**src/sv/bcc_pkg.sv**
```systemverilog
// ----------------------------------------------------------------------------
// bcc_pkg: shared definitions for the biconnectivity check
// Holds default sizes, the register reset value and the command and status
// groups that pass between the controller and the datapath.
// ----------------------------------------------------------------------------
package bcc_pkg;

    // Default graph capacity and the reset value of the vertex count register.
    localparam int MAX_VERTICES_DEF = 64;
    localparam logic [6:0] NUM_VERTICES_RESET = 7'd64;

    // Commands from the controller to the datapath.
    typedef struct packed {
        logic load_edge;  // store the accepted edge in the matrix
        logic init;       // start a walk at vertex 0
        logic scan_rd;    // read the matrix bit of the current vertex and scan index
        logic skip;       // advance the scan index
        logic push;       // descend along a tree edge
        logic back_rd;    // read the depth of the scanned vertex
        logic back_upd;   // fold that depth into the low value, then advance
        logic pop_rd;     // leave the current vertex, fetch its parent frame
        logic pop_ld;     // load the parent frame as the current one
        logic res_ld;     // load the verdict into the output register
        logic clr_start;  // restart the matrix clearing sweep
        logic clr_step;   // clear one matrix bit
    } cmd_t;

    // Status from the datapath to the controller.
    typedef struct packed {
        logic scan_end;   // scan index reached the vertex count
        logic edge_hit;   // an edge to another vertex exists at the scan index
        logic w_visited;  // the scanned vertex was already reached
        logic w_parent;   // the scanned vertex is the tree parent
        logic top_zero;   // the current vertex is the root
        logic clr_last;   // the clearing sweep is at its final bit
        logic out_free;   // the output register can take a verdict
    } sts_t;

endpackage

```
**src/sv/bcc_ctrl.sv**
```systemverilog
// ----------------------------------------------------------------------------
// bcc_ctrl: walk sequencer
// State machine that loads edges, steps the depth-first walk one matrix bit
// at a time, hands the verdict to the output and sweeps the matrix clear.
// ----------------------------------------------------------------------------
module bcc_ctrl (
    input  logic          clk,
    input  logic          rst_n,
    input  logic          in_valid,
    input  logic          last_edge,
    output logic          in_stall,
    input  bcc_pkg::sts_t sts,
    output bcc_pkg::cmd_t cmd
);

    typedef enum logic [2:0] {
        ST_CLEAR,
        ST_IDLE,
        ST_SCAN_RD,
        ST_SCAN_EV,
        ST_BACK_EV,
        ST_POP_LD,
        ST_FINISH
    } state_t;

    state_t state_reg;
    state_t state_next;
    logic   in_xfer;

    // Edges are taken only while no walk or clearing sweep is running.
    assign in_stall = (state_reg != ST_IDLE);
    assign in_xfer  = in_valid && !in_stall;

    // Next state and commands.
    always_comb
    begin
        state_next = state_reg;
        cmd        = '0;
        case (state_reg)
            ST_CLEAR:
            begin
                cmd.clr_step = 1'b1;
                if (sts.clr_last)
                begin
                    state_next = ST_IDLE;
                end
            end
            ST_IDLE:
            begin
                if (in_xfer)
                begin
                    cmd.load_edge = 1'b1;
                    if (last_edge)
                    begin
                        cmd.init   = 1'b1;
                        state_next = ST_SCAN_RD;
                    end
                end
            end
            ST_SCAN_RD:
            begin
                cmd.scan_rd = 1'b1;
                state_next  = ST_SCAN_EV;
            end
            ST_SCAN_EV:
            begin
                if (sts.scan_end)
                begin
                    if (sts.top_zero)
                    begin
                        state_next = ST_FINISH;
                    end
                    else
                    begin
                        cmd.pop_rd = 1'b1;
                        state_next = ST_POP_LD;
                    end
                end
                else if (sts.edge_hit && !sts.w_visited)
                begin
                    cmd.push   = 1'b1;
                    state_next = ST_SCAN_RD;
                end
                else if (sts.edge_hit && !sts.w_parent)
                begin
                    cmd.back_rd = 1'b1;
                    state_next  = ST_BACK_EV;
                end
                else
                begin
                    cmd.skip   = 1'b1;
                    state_next = ST_SCAN_RD;
                end
            end
            ST_BACK_EV:
            begin
                cmd.back_upd = 1'b1;
                state_next   = ST_SCAN_RD;
            end
            ST_POP_LD:
            begin
                cmd.pop_ld = 1'b1;
                state_next = ST_SCAN_RD;
            end
            ST_FINISH:
            begin
                if (sts.out_free)
                begin
                    cmd.res_ld    = 1'b1;
                    cmd.clr_start = 1'b1;
                    state_next    = ST_CLEAR;
                end
            end
            default:
            begin
                state_next = ST_CLEAR;
            end
        endcase
    end

    // State register; reset starts with a clearing sweep.
    always_ff @(posedge clk or negedge rst_n)
    begin
        if (!rst_n)
        begin
            state_reg <= ST_CLEAR;
        end
        else
        begin
            state_reg <= state_next;
        end
    end

endmodule

```
**config.mk**
```make
export PLATFORM = sky130hd
export DESIGN_NAME = bcc_ctrl
export DESIGN_NICKNAME = d
export VERILOG_FILES = /design/src/sv/bcc_pkg.sv /design/src/sv/bcc_ctrl.sv
export SDC_FILE = /design/constraint.sdc
export NUM_CORES = 1
export LEC_CHECK = 0
export ABC_AREA = 0
export BUFFER_PORTS_ARGS = -buffer_cell sky130_fd_sc_hd__buf_2
export CELL_PAD_IN_SITES_DETAIL_PLACEMENT = 1
export CELL_PAD_IN_SITES_GLOBAL_PLACEMENT = 1
export CORE_UTILIZATION = 26
export DETAILED_ROUTE_END_ITERATION = 10
export PLACE_DENSITY = 0.72
export SKIP_LAST_GASP = 1
export SLEW_MARGIN = 20
export SYNTH_ARGS = -nofsm -noshare
export SYNTH_HDL_FRONTEND = slang
export SYNTH_SLANG_ARGS = --single-unit
```
**constraint.sdc**
```tcl
create_clock -name clk -period 1.55 [get_ports clk]
set_clock_uncertainty 0.1 [all_clocks]
set_input_delay 0.31 -clock clk [delete_from_list [all_inputs] [get_ports clk]]
set_output_delay 0.31 -clock clk [all_outputs]
set_load 0.02 [all_outputs]
```
[Word-level counts from Yosys, hierarchy flattened]
Cells that the tools add are included.
Storage, ports and cells
  register bits after elaboration: 3
  latch bits: 0
  bits in writable memories: 0
  ROM bits: 0
  bits of input ports: 11
  output and inout port bits: 13
  word-level logic and storage cells: 49
  memories: 0
Cells by class
  add/subtract/negate cells: 0
  $mul: 0
  div/mod/pow operators: 0
  order comparisons: 0
  eq/ne operators: 11
  shifts and indexed selects: 0
  mux-type cells: 28
  bitwise logic cells: 0
  reductions and logical operators: 9
Operators by type and width (count)
  two-way mux 3 bit: 9
  one-hot mux 3 bit (6 select lines): 1
  two-way mux 1 bit: 13
  two-way mux 2 bit: 5
  == test 3 bit, second input constant: 3
  inequality test 2 bit, second input constant: 4
  == test 3 x 2 -> 1 bit, second input constant: 2
  AND reduction 4 bit: 1
  == test 3 x 1 -> 1 bit, second input constant: 1
  logical AND 1 bit: 3
  logical NOT 1 bit: 3
  logical NOT 3 bit: 1
  inequality test 3 x 1 -> 1 bit, second input constant: 1
  OR reduction 2 bit: 1

[Depth between registers and ports, before layout]
  word-level depth: 6
  mapped depth: 4
  mapped depth without buffers: 3

[Worst setup path after synthesis]
OpenSTA, ideal clock, no wires.
  path type: reg2out
  from: register state_reg[1]
  to: output port cmd[2] in the netlist's numbering
  arrival time: 1.451 ns
  required time: 1.140 ns
  setup slack: -0.311 ns
  cell stages (with the launch flop): 5
  buffers on the path: 2
  cell sequence: dfrtp_1 buf_4 nand2_1 nor3b_1 buf_4
RTL lines
  start, declared: RTL line bcc_ctrl.sv:26  | state_t state_reg;
  start signal, assigned: RTL line bcc_ctrl.sv:130  | state_reg <= state_next;
  end, declared: RTL line bcc_ctrl.sv:13  | output bcc_pkg::cmd_t cmd

==> results.yml <==
timing:
  worst_slew_pin_slew_ps: 289
  rsz0062_at_grt: "yes"
  slew_viol_final: 0
  period_share_pct: 108
  final_hold_viol_count: 0
  max_slew_margin_pct: 80.6
  fin_ws_ps: -131
  setup_viol: 13
  min_period_ps: 1680
  clock.fmax_mhz: 595
  setup_tns_ps: -757
detailed_routing:
  top_layer: "met4"
  first_iter_violations: 5
  wl_met3_um: 58
  drcViolationCount: 0
  met2_wirelength_um: 562
  vias: 433
  routed_wl_um: 1050
  via_per_inst: 4.92
  antenna_left: 0
  avgRoutedWirePerCell_um: 11.9
  drt-met1-wl_um: 413
  first_pass_iters: 4
setup_path:
  max_stage_delay_ps: 410
  crit_start: "state_reg[2]$_DFFE_PN0P_"
  path_class: "reg -> out"
  reg2reg_depth: 5
  path_delay_family: "simple AND/OR/NAND/NOR gates"
  worst_setup_path_end_kind: "output port"
  r2r_end: "state_reg[0]$_DFFE_PN0P_"
  worstPathBufferInverterCount: 1
  crit_chain: "nand3b_4 -> nor4b_4 -> buf_4"
  start_kind: "flop"
  critPathSlowestCell: "dfrtp_1"
  r2r_setup_slack_ps: 120
  crit_fanout: 6
  arrival_ps: 1270
  r2r-start: "state_reg[0]$_DFFE_PN0P_"
  required_ps: 1140
synth:
  yosys.area_share.simple_pct: 52.9
  synthesis.area_um2: 362
  syn_inst: 41
  synth_compound_area_share_pct: 17.6
  ys_seq_area_share_pct: 20.8
  synthMuxAreaShare_pct: 0
  ys_ff_latch: 3
  synth_adder_area_share_pct: 0
  synth_top_family_by_area: "simple AND/OR/NAND/NOR gates"
  ys.warnings.count: 0
  syn_nets: 52
  synth_area_per_cell_um2: 8.82
  synth_cell_types: 28
  synth-xor-area-share_pct: 0
finish:
  stdcell_count: 88
  nets: 85
  largest_reg_flops: 3
  num_antenna_cells: 0
  final_util_pct: 50.2
  layout-drive-gt1-share_pct: 71.2
  area.growth.synth_to_final_pct: 80.6
  fill_cells: 161
min_path:
  hold_class: "in -> async"
floorplan:
  rows: 13
  core_area_mm2: 0.00130
  die_y_um: 39.3
  initial_core_util_pct: 27.8
  die_w_um: 39.3
  pin_count: 24
  dieArea_mm2: 0.00154
cts:
  cts_tree: "yes"
  numClockSinks: 3
  cts.reportedPaths.clkPinSlew_ps: 40
  htree_levels: 1
  clk_path_buf_depth: 2
  cts-buffers-inserted: 3
  clkLatencyLatePin_ps: 240
  cts-root-buf: "clkbuf_4"
pwr:
  seqPwrFrac_pct: 16.6
  sw_frac_of_total_pct: 46.2
  leakage_nw: 0.298
  p_sw_uw: 517
  power.density_mw_per_mm2: 1710
  vdd_drop_max_v: 0.000700
  intPower_uw: 602
  clkPwrFrac_pct: 12.8
  combPwrFrac_pct: 70.5
status:
  status: "finished with violations"
  violations: "negative setup slack"
global_routing:
  grt_max_degree: 8
  antenna_found_initial: 0
  overflow: 0
  grt_pass1_vias: 353
  grt.total_usage_pct: 14.7
  grt_pass1_wl_um: 1500
placed_design:
  portBuffers: 23
  dpl.hpwl_um: 774
  placed_cells: 78
  place_congestion: 0.642
run:
  drv_cap: 0
Yosys cell counts:
library cell | number | area, um2
a211oi_1 | 1 | 7.51
a21o_2 | 1 | 8.76
a21oi_1 | 2 | 10.0
a311oi_1 | 1 | 8.76
a31oi_2 | 1 | 12.5
and2_1 | 1 | 6.26
and3_2 | 1 | 7.51
and3b_2 | 1 | 10.0
buf_2 | 1 | 5.00
buf_4 | 2 | 15.0
buf_6 | 1 | 11.3
dfrtp_1 | 3 | 75.1
nand2_1 | 4 | 15.0
nand2b_1 | 1 | 6.26
nand2b_2 | 1 | 8.76
nand3_4 | 1 | 17.5
nand3b_1 | 1 | 7.51
nand3b_4 | 1 | 20.0
nor2_1 | 3 | 11.3
nor2b_1 | 1 | 6.26
nor3_1 | 2 | 10.0
nor3_2 | 1 | 10.0
nor3b_1 | 4 | 30.0
nor4b_1 | 1 | 8.76
nor4bb_1 | 1 | 10.0
o21bai_1 | 1 | 7.51
o22a_1 | 1 | 8.76
or2_1 | 1 | 6.26
cells by family after synthesis:
kind of cell,after synthesis
AOI/OAI and AO/OA,8
and+or+nand+nor,26
DFF,3
buffers and inverters,4
worst reg2reg max path, stage by stage, from the launching register on:
cell and delay [ps]:
dfrtp_2 440, buf_2 180, buf_4 150, or2_1 220, a21oi_1 150, a311oi_1 60
per-stage QoR:
step | worst slack [ps] | area, um2 | hold slack (ps) | total power, mW
2_1_floorplan | -64.4 | 399 | -85.6 | 0.643
6_report | -131 | 653 | 294 | 1.12
5_1_grt | -199 | 653 | 298 | 1.21
3_5_place_dp | 60.3 | 524 | 8.28 | 0.795
4_1_cts | -138 | 627 | 285 | 1.08
3_3_place_gp | 109 | 524 | 7.71 | 0.779
power groups by stage:
| stage | Sequential, mW | Clock, mW | Combinational [mW] |
|---|---|---|---|
| floorplan | 0.149 | 0 | 0.494 |
| global placement | 0.170 | 0 | 0.609 |
| detailed placement | 0.172 | 0 | 0.623 |
| CTS | 0.186 | 0.148 | 0.746 |
| global route | 0.194 | 0.159 | 0.857 |
| finish | 0.186 | 0.144 | 0.789 |
worst max path at each step:
stage	endpoint	slack, ps	cells after the start
global placement	cmd[10]	110	4
finish	cmd[7]	-130	3
floorplan	cmd[2]	-60	4
global route	cmd[10]	-200	4
CTS	cmd[7]	-140	3
detailed placement	cmd[10]	60	4
metal layers:
layer | GRT usage, % | vias up
met5 | 0 | -
met2 | 24.6 | 17
met3 | 3.41 | 3
li1 | - | 213
met1 | 17.2 | 200
met4 | 7.76 | 0
timing repair:
action / 4_1_cts / 5_1_grt
resized for setup: 16 / 3
hold buffers: 1 / 0
buffers inserted: 2 / 2
hold endpoints to repair: 3 / 0
cloned: 1 / 0
endpoints found under the setup margin: 13 / 13
pin swaps: 1 / 2
final cells by class:
type / instances / area [um2] / share of cell area, %
Timing Repair Buffer: 32 / 216 / 33.1
Clock buffer: 4 / 26.3 / 4.02
Multi-Input combinational cell: 34 / 314 / 48.1
Tap cell: 15 / 18.8 / 2.87
Sequential cell: 3 / 77.6 / 11.9
cells in the final DEF, fill, tap and decap left out, drive strengths merged:
cell type	synthesis	layout
and2	1	1
nand3b	2	2
o21bai	1	1
nor2b	1	1
nor4bb	1	1
clkbuf	0	4
and3b	1	1
o22a	1	1
nand2	4	4
or2	1	1
nand2b	2	2
a21o	1	1
nor4b	1	1
dlygate4sd3	0	1
nand3	1	1
a31oi	1	1
dfrtp	3	3
nor3	3	3
buf	4	31
nor3b	4	4
nor2	3	3
and3	1	1
a21oi	2	2
a211oi	1	1
a311oi	1	1
Note: power is estimated with default switching activity, not from simulation.
